--- config.mk ---
export PLATFORM = sky130hd
export DESIGN_NAME = ps2_mouse_packet_tracker
export DESIGN_NICKNAME = d
export VERILOG_FILES = /design/src/hw/rtl/ps2mpt_pkg.sv /design/src/hw/rtl/ps2_mouse_packet_tracker.sv /design/src/hw/rtl/ps2mpt_cfg.sv /design/src/hw/rtl/ps2mpt_ctrl.sv /design/src/hw/rtl/ps2mpt_dpath.sv
export SDC_FILE = /design/constraint.sdc
export NUM_CORES = 2
export LEC_CHECK = 0
export ABC_AREA = 1
export BUFFER_PORTS_ARGS = -buffer_cell sky130_fd_sc_hd__buf_2
export CAP_MARGIN = 25
export CORE_ASPECT_RATIO = 0.9
export CORE_UTILIZATION = 40
export CTS_CLUSTER_DIAMETER = 100
export DETAILED_ROUTE_END_ITERATION = 7
export PLACE_DENSITY_LB_ADDON = 0.3
export SYNTH_ARGS = -nofsm -noshare
export SYNTH_HDL_FRONTEND = slang
export SYNTH_SLANG_ARGS = --single-unit
--- constraint.sdc ---
create_clock -name clk_i -period 10.82 [get_ports clk_i]
set_input_delay 0.541 -clock clk_i [delete_from_list [all_inputs] [get_ports clk_i]]
set_output_delay 0.541 -clock clk_i [all_outputs]
set_load 0.02 [all_outputs]
--- src/hw/rtl/ps2mpt_pkg.sv ---
// Shared types and constants for the PS/2 mouse packet tracker.
// Used by the configuration, controller, datapath and top-level modules.
// No dependencies.
package ps2mpt_pkg;

  // Coordinate and arithmetic widths.
  localparam int CoordW     = 16;            // kept cursor position
  localparam int BoundW     = 16;            // bound registers
  localparam int MoveW      = CoordW + 1;    // actual change after clamping
  localparam int SumW       = CoordW + 2;    // cursor plus move before clamping
  localparam int AxisW      = 16;            // signed move through both gain steps
  localparam int AbsW       = AxisW - 1;     // magnitude of a move
  localparam int GainW      = 10;
  localparam int ProdW      = 22;            // magnitude times gain
  localparam int MagW       = 24;            // dx*dx + dy*dy
  localparam int QuotW      = AxisW;
  localparam int NumBtn     = 3;
  localparam int PendW      = NumBtn + 1;    // move slot plus one slot per button
  localparam int ByteW      = 8;
  localparam int DataW      = 72;            // output tdata, padded to whole bytes
  localparam int CfgIdxW    = 3;
  localparam int CfgDataW   = 16;

  // Division by one hundred: floor(p * DivRecip / 2^RecipShift) is the true
  // quotient or one less for every product below 2^ProdW.
  localparam int              Divisor    = 100;
  localparam int              RecipShift = 22;
  localparam int              RecipW     = 16;
  localparam logic [RecipW-1:0] DivRecip = 16'd41943;
  localparam int              MagLimit   = 100;

  // Header bits.
  localparam int HdrSyncBit = 3;
  localparam int HdrXSign   = 4;
  localparam int HdrYSign   = 5;

  // Reset values.
  localparam logic [GainW-1:0]         GainReset     = 10'd100;
  localparam logic signed [CoordW-1:0] CursorXReset  = CoordW'(400);
  localparam logic signed [CoordW-1:0] CursorYReset  = CoordW'(300);
  localparam logic signed [BoundW-1:0] BoundRightRst = BoundW'(799);
  localparam logic signed [BoundW-1:0] BoundTopRst   = BoundW'(599);

  typedef enum logic [CfgIdxW-1:0] {
    CFG_SENS   = 3'd0,
    CFG_ACCEL  = 3'd1,
    CFG_INV_H  = 3'd2,
    CFG_INV_V  = 3'd3,
    CFG_LEFT   = 3'd4,
    CFG_BOTTOM = 3'd5,
    CFG_RIGHT  = 3'd6,
    CFG_TOP    = 3'd7
  } cfg_idx_e;

  typedef enum logic [1:0] {
    EV_MOVE    = 2'd0,
    EV_PRESS   = 2'd1,
    EV_RELEASE = 2'd2
  } ev_kind_e;

  typedef enum logic [2:0] {
    ST_IDLE,
    ST_MUL,
    ST_RECIP,
    ST_QUOT,
    ST_SQ,
    ST_MAG,
    ST_CLAMP,
    ST_EMIT
  } state_e;

  typedef enum logic [3:0] {
    OP_NONE,
    OP_LOAD,
    OP_MUL,
    OP_RECIP,
    OP_QUOT,
    OP_SQ,
    OP_MAG,
    OP_CLAMP,
    OP_EMIT
  } op_e;

  typedef struct packed {
    logic [GainW-1:0]         sens;
    logic [GainW-1:0]         accel;
    logic                     inv_h;
    logic                     inv_v;
    logic signed [BoundW-1:0] left;
    logic signed [BoundW-1:0] bottom;
    logic signed [BoundW-1:0] right;
    logic signed [BoundW-1:0] top;
  } cfg_t;

  typedef struct packed {
    op_e  op;
    logic axis;      // 0 selects X, 1 selects Y
    logic gain_acc;  // 0 sensitivity, 1 acceleration
    logic hdr_we;
    logic xb_we;
  } cmd_t;

  typedef struct packed {
    logic hdr_ok;
    logic mag_big;
    logic pend_any;
    logic pend_last;
    logic out_free;
  } sts_t;

endpackage

--- src/hw/rtl/ps2_mouse_packet_tracker.sv ---
// Top level of the PS/2 mouse packet tracker.
// Instantiates ps2mpt_cfg, ps2mpt_ctrl and ps2mpt_dpath; depends on ps2mpt_pkg.
//
//  Channel   Direction  Handshake                   Payload
//  s_axis    in         s_axis_tvalid/tready        tdata[7:0] rx_byte
//  m_axis    out        m_axis_tvalid/tready        tdata, tuser event_kind, tlast last_of_run
//  cfg       in         cfg_valid_i/cfg_ready_o     cfg_index_i, cfg_data_i
//
// The first two bytes of a packet are only stored. The third byte of a valid
// packet starts the sensitivity step and, when the squared move exceeds the
// limit, the acceleration step. Each gain step runs both axes through the
// shared multiplier and the divide-by-100 unit by multiply, reciprocal and
// correction steps; the clamp and the events follow. A bad header drops the packet.
// Reset clears the byte count and buttons, sets the cursor to (400, 300) and loads the configuration defaults.
// A stalled output holds the last word while the next byte is already taken.
module ps2_mouse_packet_tracker (
  input  logic                                clk_i,
  input  logic                                rst_ni,
  input  logic                                s_axis_tvalid_i,
  output logic                                s_axis_tready_o,
  input  logic [ps2mpt_pkg::ByteW-1:0]        s_axis_tdata_i,   // [7:0] rx_byte
  output logic                                m_axis_tvalid_o,
  input  logic                                m_axis_tready_i,
  // [15:0] pos_x, [31:16] pos_y, [48:32] move_dx, [65:49] move_dy,
  // [67:66] button_number, [71:68] zero
  output logic [ps2mpt_pkg::DataW-1:0]        m_axis_tdata_o,
  output logic [1:0]                          m_axis_tuser_o,   // [1:0] event_kind
  output logic                                m_axis_tlast_o,   // last_of_run
  input  logic                                cfg_valid_i,
  output logic                                cfg_ready_o,
  input  logic [ps2mpt_pkg::CfgIdxW-1:0]      cfg_index_i,
  input  logic [ps2mpt_pkg::CfgDataW-1:0]     cfg_data_i
);

  ps2mpt_pkg::cfg_t cfg;
  ps2mpt_pkg::cmd_t cmd;
  ps2mpt_pkg::sts_t sts;

  ps2mpt_cfg u_cfg (
    .clk_i       (clk_i),
    .rst_ni      (rst_ni),
    .cfg_valid_i (cfg_valid_i),
    .cfg_ready_o (cfg_ready_o),
    .cfg_index_i (cfg_index_i),
    .cfg_data_i  (cfg_data_i),
    .cfg_o       (cfg)
  );

  ps2mpt_ctrl u_ctrl (
    .clk_i      (clk_i),
    .rst_ni     (rst_ni),
    .in_valid_i (s_axis_tvalid_i),
    .in_ready_o (s_axis_tready_o),
    .sts_i      (sts),
    .cmd_o      (cmd)
  );

  ps2mpt_dpath u_dpath (
    .clk_i       (clk_i),
    .rst_ni      (rst_ni),
    .cfg_i       (cfg),
    .cmd_i       (cmd),
    .rx_byte_i   (s_axis_tdata_i),
    .sts_o       (sts),
    .out_ready_i (m_axis_tready_i),
    .out_valid_o (m_axis_tvalid_o),
    .out_kind_o  (m_axis_tuser_o),
    .out_data_o  (m_axis_tdata_o),
    .out_last_o  (m_axis_tlast_o)
  );

endmodule

--- src/hw/rtl/ps2mpt_cfg.sv ---
// Configuration register file of the PS/2 mouse packet tracker.
// Depends on ps2mpt_pkg for the register index codes and the cfg_t struct.
module ps2mpt_cfg (
  input  logic                               clk_i,
  input  logic                               rst_ni,
  input  logic                               cfg_valid_i,
  output logic                               cfg_ready_o,
  input  logic [ps2mpt_pkg::CfgIdxW-1:0]     cfg_index_i,
  input  logic [ps2mpt_pkg::CfgDataW-1:0]    cfg_data_i,
  output ps2mpt_pkg::cfg_t                   cfg_o
);

  ps2mpt_pkg::cfg_t cfg_q, cfg_d;

  assign cfg_ready_o = 1'b1;
  assign cfg_o       = cfg_q;

  always_comb begin
    cfg_d = cfg_q;
    if (cfg_valid_i) begin
      unique case (ps2mpt_pkg::cfg_idx_e'(cfg_index_i))
        ps2mpt_pkg::CFG_SENS:   cfg_d.sens   = cfg_data_i[ps2mpt_pkg::GainW-1:0];
        ps2mpt_pkg::CFG_ACCEL:  cfg_d.accel  = cfg_data_i[ps2mpt_pkg::GainW-1:0];
        ps2mpt_pkg::CFG_INV_H:  cfg_d.inv_h  = cfg_data_i[0];
        ps2mpt_pkg::CFG_INV_V:  cfg_d.inv_v  = cfg_data_i[0];
        ps2mpt_pkg::CFG_LEFT:   cfg_d.left   = cfg_data_i[ps2mpt_pkg::BoundW-1:0];
        ps2mpt_pkg::CFG_BOTTOM: cfg_d.bottom = cfg_data_i[ps2mpt_pkg::BoundW-1:0];
        ps2mpt_pkg::CFG_RIGHT:  cfg_d.right  = cfg_data_i[ps2mpt_pkg::BoundW-1:0];
        ps2mpt_pkg::CFG_TOP:    cfg_d.top    = cfg_data_i[ps2mpt_pkg::BoundW-1:0];
        default:                cfg_d        = cfg_q;
      endcase
    end
  end

  always_ff @(posedge clk_i or negedge rst_ni) begin
    if (!rst_ni) begin
      cfg_q.sens   <= ps2mpt_pkg::GainReset;
      cfg_q.accel  <= ps2mpt_pkg::GainReset;
      cfg_q.inv_h  <= 1'b0;
      cfg_q.inv_v  <= 1'b0;
      cfg_q.left   <= '0;
      cfg_q.bottom <= '0;
      cfg_q.right  <= ps2mpt_pkg::BoundRightRst;
      cfg_q.top    <= ps2mpt_pkg::BoundTopRst;
    end else begin
      cfg_q <= cfg_d;
    end
  end

endmodule

--- src/hw/rtl/ps2mpt_ctrl.sv ---
// Sequencing state machine of the PS/2 mouse packet tracker.
// Depends on ps2mpt_pkg; drives the datapath through cmd_t and reads sts_t.
module ps2mpt_ctrl (
  input  logic                clk_i,
  input  logic                rst_ni,
  input  logic                in_valid_i,
  output logic                in_ready_o,
  input  ps2mpt_pkg::sts_t    sts_i,
  output ps2mpt_pkg::cmd_t    cmd_o
);

  ps2mpt_pkg::state_e state_q, state_d;
  logic [1:0]         cnt_q, cnt_d;
  logic               axis_q, axis_d;
  logic               acc_q, acc_d;

  always_comb begin
    state_d        = state_q;
    cnt_d          = cnt_q;
    axis_d         = axis_q;
    acc_d          = acc_q;
    in_ready_o     = 1'b0;
    cmd_o.op       = ps2mpt_pkg::OP_NONE;
    cmd_o.axis     = axis_q;
    cmd_o.gain_acc = acc_q;
    cmd_o.hdr_we   = 1'b0;
    cmd_o.xb_we    = 1'b0;

    unique case (state_q)
      ps2mpt_pkg::ST_IDLE: begin
        in_ready_o = 1'b1;
        if (in_valid_i) begin
          priority case (cnt_q)
            2'd0: begin
              cmd_o.hdr_we = 1'b1;
              cnt_d        = 2'd1;
            end
            2'd1: begin
              cmd_o.xb_we = 1'b1;
              cnt_d       = 2'd2;
            end
            default: begin
              // The third byte completes the packet; a bad header drops it.
              cnt_d = 2'd0;
              if (sts_i.hdr_ok) begin
                cmd_o.op = ps2mpt_pkg::OP_LOAD;
                axis_d   = 1'b0;
                acc_d    = 1'b0;
                state_d  = ps2mpt_pkg::ST_MUL;
              end
            end
          endcase
        end
      end
      ps2mpt_pkg::ST_MUL: begin
        cmd_o.op = ps2mpt_pkg::OP_MUL;
        state_d  = ps2mpt_pkg::ST_RECIP;
      end
      ps2mpt_pkg::ST_RECIP: begin
        cmd_o.op = ps2mpt_pkg::OP_RECIP;
        state_d  = ps2mpt_pkg::ST_QUOT;
      end
      ps2mpt_pkg::ST_QUOT: begin
        cmd_o.op = ps2mpt_pkg::OP_QUOT;
        if (!axis_q) begin
          axis_d  = 1'b1;
          state_d = ps2mpt_pkg::ST_MUL;
        end else begin
          axis_d  = 1'b0;
          state_d = acc_q ? ps2mpt_pkg::ST_CLAMP : ps2mpt_pkg::ST_SQ;
        end
      end
      ps2mpt_pkg::ST_SQ: begin
        cmd_o.op = ps2mpt_pkg::OP_SQ;
        state_d  = ps2mpt_pkg::ST_MAG;
      end
      ps2mpt_pkg::ST_MAG: begin
        cmd_o.op = ps2mpt_pkg::OP_MAG;
        if (sts_i.mag_big) begin
          acc_d   = 1'b1;
          state_d = ps2mpt_pkg::ST_MUL;
        end else begin
          state_d = ps2mpt_pkg::ST_CLAMP;
        end
      end
      ps2mpt_pkg::ST_CLAMP: begin
        cmd_o.op = ps2mpt_pkg::OP_CLAMP;
        state_d  = ps2mpt_pkg::ST_EMIT;
      end
      ps2mpt_pkg::ST_EMIT: begin
        if (!sts_i.pend_any) begin
          state_d = ps2mpt_pkg::ST_IDLE;
        end else if (sts_i.out_free) begin
          cmd_o.op = ps2mpt_pkg::OP_EMIT;
          if (sts_i.pend_last) begin
            state_d = ps2mpt_pkg::ST_IDLE;
          end
        end
      end
      default: state_d = ps2mpt_pkg::ST_IDLE;
    endcase
  end

  always_ff @(posedge clk_i or negedge rst_ni) begin
    if (!rst_ni) begin
      state_q <= ps2mpt_pkg::ST_IDLE;
      cnt_q   <= 2'd0;
      axis_q  <= 1'b0;
      acc_q   <= 1'b0;
    end else begin
      state_q <= state_d;
      cnt_q   <= cnt_d;
      axis_q  <= axis_d;
      acc_q   <= acc_d;
    end
  end

endmodule

--- src/hw/rtl/ps2mpt_dpath.sv ---
// Datapath of the PS/2 mouse packet tracker: byte registers, shared multiplier,
// divide-by-100 unit, clamp, cursor and button state, and the output register.
// Depends on ps2mpt_pkg; commanded by ps2mpt_ctrl through cmd_t.
module ps2mpt_dpath (
  input  logic                                 clk_i,
  input  logic                                 rst_ni,
  input  ps2mpt_pkg::cfg_t                     cfg_i,
  input  ps2mpt_pkg::cmd_t                     cmd_i,
  input  logic [ps2mpt_pkg::ByteW-1:0]         rx_byte_i,
  output ps2mpt_pkg::sts_t                     sts_o,
  input  logic                                 out_ready_i,
  output logic                                 out_valid_o,
  output logic [1:0]                           out_kind_o,
  output logic [ps2mpt_pkg::DataW-1:0]         out_data_o,
  output logic                                 out_last_o
);

  localparam int AxisW  = ps2mpt_pkg::AxisW;
  localparam int AbsW   = ps2mpt_pkg::AbsW;
  localparam int ProdW  = ps2mpt_pkg::ProdW;
  localparam int MagW   = ps2mpt_pkg::MagW;
  localparam int QuotW  = ps2mpt_pkg::QuotW;
  localparam int CoordW = ps2mpt_pkg::CoordW;
  localparam int SumW   = ps2mpt_pkg::SumW;
  localparam int MoveW  = ps2mpt_pkg::MoveW;
  localparam int PendW  = ps2mpt_pkg::PendW;
  localparam int ByteW  = ps2mpt_pkg::ByteW;
  localparam int PadW   = ps2mpt_pkg::DataW - 2 * CoordW - 2 * MoveW - 2;

  // Packet and motion state.
  logic [ByteW-1:0]         hdr_q, xb_q;
  logic signed [AxisW-1:0]  dx_q, dx_d, dy_q, dy_d;
  logic [ProdW-1:0]         prod_q;
  logic                     neg_q;
  logic [QuotW-1:0]         q0_q;
  logic [MagW-1:0]          mag_q, mag_d;
  logic signed [CoordW-1:0] cur_x_q, cur_x_d, cur_y_q, cur_y_d;
  logic [ps2mpt_pkg::NumBtn-1:0] btn_q, btn_d;
  logic [PendW-1:0]         pend_q, pend_d;

  // Output register.
  logic                     out_valid_q, out_valid_d;
  ps2mpt_pkg::ev_kind_e     out_kind_q;
  logic signed [CoordW-1:0] out_x_q, out_y_q;
  logic signed [MoveW-1:0]  out_dx_q, out_dy_q;
  logic signed [MoveW-1:0]  adx_q, adx_d, ady_q, ady_d;
  logic [1:0]               out_btn_q;
  logic                     out_last_q;

  // Load of the raw moves.
  logic signed [AxisW-1:0] raw_x, raw_y;
  assign raw_x = {{(AxisW - ByteW){hdr_q[ps2mpt_pkg::HdrXSign]}}, xb_q};
  assign raw_y = {{(AxisW - ByteW){hdr_q[ps2mpt_pkg::HdrYSign]}}, rx_byte_i};

  // Shared multiplier.
  logic signed [AxisW-1:0] abs_x_full, abs_y_full, sel_v;
  logic [AbsW-1:0]         abs_x, abs_y, abs_sel, mul_a, mul_b;
  logic [2*AbsW-1:0]       mul_p;
  logic [ps2mpt_pkg::GainW-1:0] gain;

  assign abs_x_full = dx_q[AxisW-1] ? -dx_q : dx_q;
  assign abs_y_full = dy_q[AxisW-1] ? -dy_q : dy_q;
  assign abs_x      = abs_x_full[AbsW-1:0];
  assign abs_y      = abs_y_full[AbsW-1:0];
  assign sel_v      = cmd_i.axis ? dy_q : dx_q;
  assign abs_sel    = cmd_i.axis ? abs_y : abs_x;
  assign gain       = cmd_i.gain_acc ? cfg_i.accel : cfg_i.sens;

  always_comb begin
    unique case (cmd_i.op)
      ps2mpt_pkg::OP_SQ: begin
        mul_a = abs_x;
        mul_b = abs_x;
      end
      ps2mpt_pkg::OP_MAG: begin
        mul_a = abs_y;
        mul_b = abs_y;
      end
      default: begin
        mul_a = abs_sel;
        mul_b = AbsW'(gain);
      end
    endcase
  end

  assign mul_p = mul_a * mul_b;

  // Divide by one hundred: reciprocal multiply, then one correction step.
  logic [ProdW+ps2mpt_pkg::RecipW-1:0] recip_p;
  logic [ProdW:0]                      hund, rem;
  logic                                fix;
  logic [QuotW-1:0]                    quot;
  logic signed [AxisW-1:0]             quot_s;

  assign recip_p = prod_q * ps2mpt_pkg::DivRecip;
  assign hund    = (ProdW + 1)'(q0_q) * (ProdW + 1)'(ps2mpt_pkg::Divisor);
  assign rem     = {1'b0, prod_q} - hund;
  assign fix     = rem >= (ProdW + 1)'(ps2mpt_pkg::Divisor);
  assign quot    = q0_q + QuotW'(fix);
  assign quot_s  = neg_q ? -$signed(quot) : $signed(quot);

  logic [MagW-1:0] mag_sum;
  assign mag_sum = mag_q + mul_p[MagW-1:0];

  // Clamp against the bounds.
  logic signed [SumW-1:0]   sum_x, sum_y, lo_x, hi_x, lo_y, hi_y, cl_x, cl_y;
  logic signed [CoordW-1:0] nx, ny;

  assign sum_x = SumW'(cur_x_q) + SumW'(dx_q);
  assign sum_y = SumW'(cur_y_q) + SumW'(dy_q);
  assign lo_x  = SumW'(cfg_i.left);
  assign hi_x  = SumW'(cfg_i.right);
  assign lo_y  = SumW'(cfg_i.bottom);
  assign hi_y  = SumW'(cfg_i.top);

  always_comb begin
    priority if (sum_x < lo_x) cl_x = lo_x;
    else if (sum_x > hi_x)     cl_x = hi_x;
    else                       cl_x = sum_x;
    priority if (sum_y < lo_y) cl_y = lo_y;
    else if (sum_y > hi_y)     cl_y = hi_y;
    else                       cl_y = sum_y;
  end

  // A clamped value is always a bound or lies between the bounds, so it fits a coordinate.
  assign nx = cl_x[CoordW-1:0];
  assign ny = cl_y[CoordW-1:0];

  // Event selection: the lowest pending slot goes out first.
  logic [PendW-1:0]     slot_oh, pend_rest;
  logic [1:0]           slot_btn;
  ps2mpt_pkg::ev_kind_e slot_kind;

  assign slot_oh   = pend_q & (~pend_q + PendW'(1));
  assign pend_rest = pend_q & ~slot_oh;

  always_comb begin
    priority if (pend_q[0]) begin
      slot_btn  = 2'd0;
      slot_kind = ps2mpt_pkg::EV_MOVE;
    end else if (pend_q[1]) begin
      slot_btn  = 2'd0;
      slot_kind = btn_q[0] ? ps2mpt_pkg::EV_PRESS : ps2mpt_pkg::EV_RELEASE;
    end else if (pend_q[2]) begin
      slot_btn  = 2'd1;
      slot_kind = btn_q[1] ? ps2mpt_pkg::EV_PRESS : ps2mpt_pkg::EV_RELEASE;
    end else begin
      slot_btn  = 2'd2;
      slot_kind = btn_q[2] ? ps2mpt_pkg::EV_PRESS : ps2mpt_pkg::EV_RELEASE;
    end
  end

  logic out_free;
  assign out_free = !out_valid_q || out_ready_i;

  always_comb begin
    dx_d        = dx_q;
    dy_d        = dy_q;
    mag_d       = mag_q;
    cur_x_d     = cur_x_q;
    cur_y_d     = cur_y_q;
    btn_d       = btn_q;
    pend_d      = pend_q;
    adx_d       = adx_q;
    ady_d       = ady_q;
    out_valid_d = out_valid_q && !out_ready_i;

    unique case (cmd_i.op)
      ps2mpt_pkg::OP_LOAD: begin
        dx_d = cfg_i.inv_h ? -raw_x : raw_x;
        dy_d = cfg_i.inv_v ? raw_y : -raw_y;
      end
      ps2mpt_pkg::OP_QUOT: begin
        if (cmd_i.axis) dy_d = quot_s;
        else            dx_d = quot_s;
      end
      ps2mpt_pkg::OP_SQ:  mag_d = mul_p[MagW-1:0];
      ps2mpt_pkg::OP_MAG: mag_d = mag_sum;
      ps2mpt_pkg::OP_CLAMP: begin
        cur_x_d = nx;
        cur_y_d = ny;
        adx_d   = MoveW'(nx) - MoveW'(cur_x_q);
        ady_d   = MoveW'(ny) - MoveW'(cur_y_q);
        btn_d   = hdr_q[ps2mpt_pkg::NumBtn-1:0];
        pend_d  = {hdr_q[ps2mpt_pkg::NumBtn-1:0] ^ btn_q, (nx != cur_x_q) || (ny != cur_y_q)};
      end
      ps2mpt_pkg::OP_EMIT: begin
        pend_d      = pend_rest;
        out_valid_d = 1'b1;
      end
      default: ;
    endcase
  end

  always_ff @(posedge clk_i or negedge rst_ni) begin
    if (!rst_ni) begin
      hdr_q       <= '0;
      xb_q        <= '0;
      cur_x_q     <= ps2mpt_pkg::CursorXReset;
      cur_y_q     <= ps2mpt_pkg::CursorYReset;
      btn_q       <= '0;
      pend_q      <= '0;
      out_valid_q <= 1'b0;
    end else begin
      if (cmd_i.hdr_we) hdr_q <= rx_byte_i;
      if (cmd_i.xb_we)  xb_q  <= rx_byte_i;
      cur_x_q     <= cur_x_d;
      cur_y_q     <= cur_y_d;
      btn_q       <= btn_d;
      pend_q      <= pend_d;
      out_valid_q <= out_valid_d;
    end
  end

  // Working registers and output payload carry no reset.
  always_ff @(posedge clk_i) begin
    dx_q  <= dx_d;
    dy_q  <= dy_d;
    mag_q <= mag_d;
    adx_q <= adx_d;
    ady_q <= ady_d;
    if (cmd_i.op == ps2mpt_pkg::OP_MUL) begin
      prod_q <= mul_p[ProdW-1:0];
      neg_q  <= sel_v[AxisW-1];
    end
    if (cmd_i.op == ps2mpt_pkg::OP_RECIP) begin
      q0_q <= recip_p[ps2mpt_pkg::RecipShift +: QuotW];
    end
    if (cmd_i.op == ps2mpt_pkg::OP_EMIT) begin
      out_kind_q <= slot_kind;
      out_x_q    <= cur_x_q;
      out_y_q    <= cur_y_q;
      out_dx_q   <= pend_q[0] ? adx_q : '0;
      out_dy_q   <= pend_q[0] ? ady_q : '0;
      out_btn_q  <= slot_btn;
      out_last_q <= (pend_rest == '0);
    end
  end

  assign sts_o.hdr_ok    = hdr_q[ps2mpt_pkg::HdrSyncBit];
  assign sts_o.mag_big   = mag_sum > MagW'(ps2mpt_pkg::MagLimit);
  assign sts_o.pend_any  = |pend_q;
  assign sts_o.pend_last = (pend_rest == '0);
  assign sts_o.out_free  = out_free;

  assign out_valid_o = out_valid_q;
  assign out_kind_o  = out_kind_q;
  assign out_last_o  = out_last_q;
  assign out_data_o  = {{PadW{1'b0}}, out_btn_q, out_dy_q, out_dx_q, out_y_q, out_x_q};

  // The reciprocal estimate is never more than one short of the quotient.
  a_quot_rem: assert property (@(posedge clk_i) disable iff (!rst_ni)
    cmd_i.op == ps2mpt_pkg::OP_QUOT |-> rem < (ProdW + 1)'(2 * ps2mpt_pkg::Divisor))
    else $error("divide-by-100 remainder out of range");

  // A move word is only sent when the position really changed.
  a_move_nonzero: assert property (@(posedge clk_i) disable iff (!rst_ni)
    cmd_i.op == ps2mpt_pkg::OP_EMIT && slot_oh[0]
      |=> (out_dx_q != '0 || out_dy_q != '0))
    else $error("move word without any change in position");

  // Button words carry no movement.
  a_btn_nomove: assert property (@(posedge clk_i) disable iff (!rst_ni)
    out_valid_q && out_kind_q != ps2mpt_pkg::EV_MOVE
      |-> (out_dx_q == '0 && out_dy_q == '0))
    else $error("button word with nonzero movement");

  // Pending slots are only ever added by the clamp step.
  a_pend_shrink: assert property (@(posedge clk_i) disable iff (!rst_ni)
    cmd_i.op != ps2mpt_pkg::OP_CLAMP |=> (pend_q & ~$past(pend_q)) == '0)
    else $error("pending event appeared outside the clamp step");

endmodule

=== Yosys cells after proc, flatten, opt, wreduce, memory -nomap -nowiden ===
Index checks and enable logic that the tools add are counted.

* Reductions and logical operators: 31
* Equality and inequality tests: 33
* Add/subtract/negate cells: 13
* Bitwise logic cells: 5
* Multiplexer cells: 56
* Magnitude comparators: 6
* Multipliers: 3

{| class="wikitable"
|+ Operator list
! operator !! number
|-
| $mux 16 || 10
|-
| $pmux 16 s2 || 2
|-
| $pmux 15 s2 || 2
|-
| $pmux 24 s2 || 1
|-
| $mux 15 || 3
|-
| $mul 22x16->38 const B || 1
|-
| $add 16x16->17 || 2
|-
| $gt 17x16->1 || 2
|-
| $lt 17x16->1 || 2
|-
| $sub 16x16->17 || 2
|-
| $ne 16x16->1 || 2
|-
| $neg 9->16 || 2
|-
| $pmux 4 s8 || 1
|-
| $neg 15->15 || 2
|-
| $add 24x24->24 || 1
|-
| $eq 3x3->1 const B || 8
|-
| $gt 24x7->1 const B || 1
|-
| $mul 15x15->24 || 1
|-
| $mux 3 || 8
|-
| $pmux 3 s8 || 1
|-
| $ge 23x7->1 const B || 1
|-
| $sub 22x23->23 || 1
|-
| $reduce_and 2->1 || 11
|-
| $mul 16x5->21 const B || 1
|-
| 35 further kinds || 79
|}

* Output and inout bits: 78
* Logic and storage cells: 181
* Bits in registers: 347
* Input port bits: 32

=== Longest topological paths before layout ===
* Word-level depth: 12
* Depth in mapped cells: 51
* Mapped depth without buffers: 51

=== Modules after synthesis ===
From an unflattened synthesis, not the netlist that was laid out.

* Cell total of the unflattened synthesis: 4424
* Area, all modules: 37399.6 um^2

{| class="wikitable"
|+ Modules (own cells, without submodules)
! module !! area an instance (um^2) !! cells each !! times used !! sequential area each (um^2)
|-
| ps2mpt_dpath || 33403.3 || 3965 || 1 || 7365.8
|-
| ps2mpt_cfg || 3450.8 || 385 || 1 || 2175.8
|-
| ps2mpt_ctrl || 545.5 || 74 || 1 || 175.2
|}

=== Least setup slack after synthesis ===
Ideal clock, no wire load.

* Kind: reg2reg
* Start: register u_ctrl.state_q[1]
* End: register u_dpath.mag_q[23] (data pin)
* Stages on the path, launching flop included: 41
* Path slack: 2.485 ns
* Library setup time: 0.268 ns
* Required time: 10.552 ns
* Data arrival time: 8.067 ns
* Path buffers: 3
* Clock period less this slack: 8.335 ns
* Cell sequence: dfrtp_1 > nor2_8 > inv_6 > clkbuf_1 > clkbuf_1 > o21ai_0 > nand2_1 > clkbuf_1 > nor2_1 > fa_1 > inv_1 > fa_1 > inv_1 > fa_1 > inv_1 > fa_1 > inv_1 > fa_1 > [... 5 more ...] > o21ai_0 > nand2_1 > o211ai_1 > a21oi_1 > o21ai_0 > a21boi_0 > o21ai_0 > xor2_1 > ha_1 > inv_1 > o21bai_1 > a21oi_1 > nand2_1 > or2_1 > nand2_1 > inv_1 > nand3_2 > a31oi_1

* Word-level cells in the longest chain between the ends: 7
* Elaborated cells on any way between the ends: 16
* Classes of those cells: add/sub (1); mul (1); eq/ne (9); mux (4); reduce/logical (1)

{| class="wikitable"
|+ Ends and longest elaborated chain
! what !! line !! text
|-
| start, declared || ps2mpt_ctrl.sv:12 || <nowiki>ps2mpt_pkg::state_e state_q, state_d;</nowiki>
|-
| start signal, assigned || ps2mpt_ctrl.sv:106 || <nowiki>state_q <= ps2mpt_pkg::ST_IDLE;</nowiki>
|-
| start signal, assigned || ps2mpt_ctrl.sv:111 || <nowiki>state_q <= state_d;</nowiki>
|-
| $eq 3x3->1, or another cell as far along || ps2mpt_ctrl.sv:29 || <nowiki>unique case (state_q)</nowiki>
|-
| $pmux 4 s8 * || ps2mpt_ctrl.sv:29 ||
|-
| $eq 4x3->1 || ps2mpt_dpath.sv:70 || <nowiki>unique case (cmd_i.op)</nowiki>
|-
| $pmux 15 s2 || ps2mpt_dpath.sv:70 ||
|-
| $mul 15x15->24 * || ps2mpt_dpath.sv:86 || <nowiki>assign mul_p = mul_a * mul_b;</nowiki>
|-
| via u_dpath.mul_p[21] || ps2mpt_dpath.sv:58 || <nowiki>logic [2*AbsW-1:0] mul_p;</nowiki>
|-
| $add 24x24->24 * || ps2mpt_dpath.sv:103 || <nowiki>assign mag_sum = mag_q + mul_p[MagW-1:0];</nowiki>
|-
| $pmux 24 s2 * || ps2mpt_dpath.sv:168 || <nowiki>unique case (cmd_i.op)</nowiki>
|-
| via u_dpath.mag_d[23] || ps2mpt_dpath.sv:36 || <nowiki>logic [MagW-1:0] mag_q, mag_d;</nowiki>
|-
| end signal, assigned || ps2mpt_dpath.sv:219 || <nowiki>mag_q <= mag_d;</nowiki>
|-
| end, declared || ps2mpt_dpath.sv:36 ||
|}

The timed path passes the listed nets; every way through them passes the cells marked *.
A chain may end at the register's enable or synchronous reset.

=== Final worst setup path ===
* Start: register u_dpath.dy_q[0]
* End: register u_dpath.mag_q[23] (data pin)

* Word-level cells in the longest chain between the ends: 7
* Elaborated cells on any way between the ends: 8
* Classes of those cells: add/sub (2); mul (1); mux (5)

{| class="wikitable"
|+ Ends and longest elaborated chain
! what !! line !! text
|-
| start, declared || ps2mpt_dpath.sv:32 || <nowiki>logic signed [AxisW-1:0] dx_q, dx_d, dy_q, dy_d;</nowiki>
|-
| start signal, assigned || ps2mpt_dpath.sv:218 || <nowiki>dy_q <= dy_d;</nowiki>
|-
| $neg 15->15 || ps2mpt_dpath.sv:62 || <nowiki>assign abs_y_full = dy_q[AxisW-1] ? -dy_q : dy_q;</nowiki>
|-
| $mux 15 * || ps2mpt_dpath.sv:62 ||
|-
| $mux 15 || ps2mpt_dpath.sv:66 || <nowiki>assign abs_sel = cmd_i.axis ? abs_y : abs_x;</nowiki>
|-
| $pmux 15 s2 || ps2mpt_dpath.sv:70 ||
|-
| $mul 15x15->24 * || ps2mpt_dpath.sv:86 ||
|-
| via u_dpath.mul_p[20] || ps2mpt_dpath.sv:58 ||
|-
| $add 24x24->24 * || ps2mpt_dpath.sv:103 ||
|-
| $pmux 24 s2 * || ps2mpt_dpath.sv:168 ||
|-
| via u_dpath.mag_d[23] || ps2mpt_dpath.sv:36 ||
|}

Marks and branches as above.

==> summary.txt <==
Clocking
  • Number of CTS-inserted buffers: 42
  • Clk buf depth: 3
  • Post-CTS setup buffer count: 0
  • Clock latency at the later pin of the worst-skew pair: 0.59 ns
  • Clock root cell: clkbuf_16
  • Clk sink count: 347
  • CTS tree: done
  • H-tree levels: 2
  • Reg clk slew, reported paths: 0.07 ns

Route
  • Vias per std cell: 5.11
  • Routed Antenna Nets: 0
  • DR iter-0 viols: 2,245
  • WL final: 98,700 um
  • Routed len/inst: 17.8 um
  • Routed via count: 28,327
  • Residual DRC count: 0
  • Pre-Repair DR Iteration Count: 5

Setup path
  • R2R Setup Slk: 1.32 ns
  • Max incr delay on CP: 0.54 ns
  • Worst path slowest cell: fa_1
  • Setup crit start kind: register
  • Reg2reg end: u_dpath.mag_q[23]$_DFFE_PP_
  • Crit-path max FO: 8
  • Most common cell on crit path: nand2_1
  • R2r startpoint: u_dpath.dy_q[0]$_DFFE_PP_
  • Crit end category: register
  • CP required: 11.12 ns
  • Reg2reg path depth: 45
  • WP data arrival: 9.80 ns
  • Crit Path Class: reg -> reg

Layout
  • Number of fillers in the final layout: 8,853
  • Share of post-route cells with drive strength above 1: 6.05%
  • Layout Area Growth over Synthesis: 9.12%
  • Final nets: 5,170

Hold path
  • Hold path endpoint: u_dpath.out_valid_o$_DFF_PN0_
  • Worst hold start: m_axis_tready_i
  • Hold Path Depth: 2
  • Hold crit path type: in -> reg

Die
  • Die ar.: 0.0922 sq mm
  • I/O pin cnt: 110
  • Core ar.: 0.0898 sq mm
  • Die Y-Extent: 288 um
  • FP Rows: 104
  • Initial Utilization: 40.6%
  • Die width: 320 um

Synth
  • Flops & latches, synth: 347
  • Synth cell types: 61
  • Post-synthesis simple-gate area fraction: 14.9%
  • Largest cells by area after synthesis: fa_1 (17%), edfxtp_1 (16%), ha_1 (16%)
  • Post-synthesis mux area share: 0%
  • Async S/R FF share, synth: 42.4%
  • Most frequent cell after synthesis: inv_1
  • Post-synthesis adder-cell area fraction: 33.8%
  • Compound-cell area share of the yosys netlist: 10.3%
  • Largest family of logic cells by synthesized area: adder cells
  • Post-synthesis xor/xnor area fraction: 4.35%
  • Ys Warns: 0
  • Post-synth top area cell: fa_1
  • Mapped Cells: 4,252
  • Post-synth top cells: inv_1 (859), nand2_1 (781), ha_1 (475), fa_1 (318), o21ai_0 (311)
  • Dominant synthesized flop cell: edfxtp_1
  • Post-Syn Area: 0.0364 sq mm
  • Syn Area/Cell: 8.56 sq um
  • Post-synth top area share: 17.5%
  • Number of flops mapped to enable cells by yosys: 200
  • Post-synthesis sequential area ratio: 26.7%

Placement
  • IO Port Bufs: 104
  • Final RePlAce weighted congestion: 0.919
  • Post-DP HPWL: 80,800 um

STA
  • RSZ-0062 raised after global routing: no
  • Final-report max-slew violation count: 0
  • # setup viols final: 0
  • Final setup TNS: 0 ns
  • Fmax: 105 MHz
  • Final hold violations: 0
  • Period minus WS final: 9.50 ns
  • Final worst clock skew: 0.0355 ns
  • Tcrit/Tclk final: 87.8%
  • Relative slew slack: 33.2%
  • Slew of the pin with the lowest slew margin: 1.00 ns

GRT
  • Largest net degree at the start of global routing: 104
  • Overflow after GRT: 0
  • Vias in the first global route: 27,708
  • First-pass GRT wire length: 155,000 um
  • Initial antenna violation count: 4
  • Total track usage: 21.6%

Status
  • Outcome: completed

Job
  • Max Cap Viol: 0
sequential cells by signal (all words and copies together), names as in the netlist, 2 cells and up:
signal              cells
u_cfg.cfg_o            86
u_dpath.mag_q          24
u_dpath.prod_q         22
u_dpath.adx_q          17
u_dpath.ady_q          17
u_dpath.out_dx_q       17
u_dpath.out_dy_q       17
u_dpath.cur_x_q        16
u_dpath.cur_y_q        16
u_dpath.dx_q           16
u_dpath.dy_q           16
u_dpath.out_x_q        16
u_dpath.out_y_q        16
u_dpath.q0_q           16
u_dpath.xb_q            8
u_dpath.hdr_q           6
u_dpath.pend_q          4
u_ctrl.state_q          3
u_dpath.btn_q           3
u_ctrl.cnt_q            2
u_dpath.out_btn_q       2
u_dpath.out_kind_o      2
layer usage:
layer | routed length [um] | up-vias | GRT usage [%]
met5 | 34 | - | 0
met4 | 1820 | 6 | 4.50
met3 | 7410 | 105 | 3.91
met2 | 42900 | 796 | 33.4
met1 | 46600 | 13553 | 31.5
li1 | - | 13867 | -
stage by stage:
| step | utilization, % | setup slack (ns) | instances | hold WS, ns | area (sq um) |
|---|---|---|---|---|---|
| after global placement | 42.6 | 1.77 | 5461 | 0.464 | 38200 |
| after CTS | 44.1 | 1.37 | 5538 | 0.120 | 39600 |
| final | 44.3 | 1.32 | 5545 | 0.159 | 39700 |
| after floorplan | - | 2.49 | 4255 | 0.245 | 36400 |
| after global routing | 44.3 | 0.657 | 5544 | 0.153 | 39700 |
| after detailed placement | 42.6 | 1.43 | 5461 | 0.474 | 38200 |
cell usage in the layout, fill, tap and decap left out, drive strengths merged, types with 18 or more instances in the layout:
cell type / instances
a21oi: 229
buf: 122
clkbuf: 57
clkinv: 18
dfrtp: 121
dfstp: 26
edfxtp: 200
fa: 318
ha: 475
inv: 871
nand2: 793
nand3: 131
nand4: 32
nor2: 255
nor3: 45
o211ai: 38
o21ai: 332
o31ai: 19
xnor2: 51
xor2: 129
critical path: cells and delay by family (launching register included):
family / cells / cell delay [ns]
compound gates: 7 / 1.30
xor+xnor: 2 / 0.56
fa+ha+maj: 9 / 3.81
buf+inv: 6 / 0.60
flops: 1 / 0.44
simple gates: 21 / 2.46
what timing repair did:
action / in CTS / in global routing
hold endpoints to repair: 0 / 30
hold buffers: 0 / 1
gates resized for setup: 0 / 0
area by class of cell:
| type | count | area [sq um] | share of cell area [%] |
|---|---|---|---|
| tap | 1166 | 1460 | 3.67 |
| clock buffer | 56 | 1170 | 2.94 |
| inverter | 873 | 3290 | 8.27 |
| sequential | 347 | 9720 | 24.5 |
| clock inverter | 21 | 233 | 0.586 |
| multi-input combinational | 2957 | 23100 | 58.2 |
| antenna | 1 | 2.50 | 0.00630 |
| timing repair buffer | 124 | 759 | 1.91 |
logic make-up (layout without fill, tap and decap cells):
| family | Yosys count | count (layout) |
|---|---|---|
| AOI/OAI and AO/OA | 687 | 687 |
| and+or+nand+nor | 1292 | 1292 |
| xor gates and xnor gates | 180 | 180 |
| adders and majority gates | 793 | 793 |
| buffers and inverters | 951 | 1074 |
| DFF | 347 | 347 |
| other | 2 | 6 |
worst max-delay path by stage:
stage          cells past startpoint                       endpoint                     startpoint  slack [ns]
2_1_floorplan                     40    u_dpath.mag_q[23]$_DFFE_PP_  u_ctrl.state_q[1]$_DFFE_PN0P_        2.49
3_3_place_gp                      45    u_dpath.mag_q[23]$_DFFE_PP_      u_dpath.dy_q[0]$_DFFE_PP_        1.77
3_5_place_dp                      43    u_dpath.mag_q[23]$_DFFE_PP_      u_dpath.dx_q[3]$_DFFE_PP_        1.43
4_1_cts                           46  u_ctrl.state_q[2]$_DFFE_PN0P_      u_dpath.dy_q[3]$_DFFE_PP_        1.37
5_1_grt                           43  u_ctrl.state_q[0]$_DFFE_PN0P_      u_dpath.dy_q[0]$_DFFE_PP_        0.66
6_report                          45    u_dpath.mag_q[23]$_DFFE_PP_      u_dpath.dy_q[0]$_DFFE_PP_        1.32
Power is not shown: default switching activity piles up to over one toggle a cycle in this logic, so the estimate is an artifact.
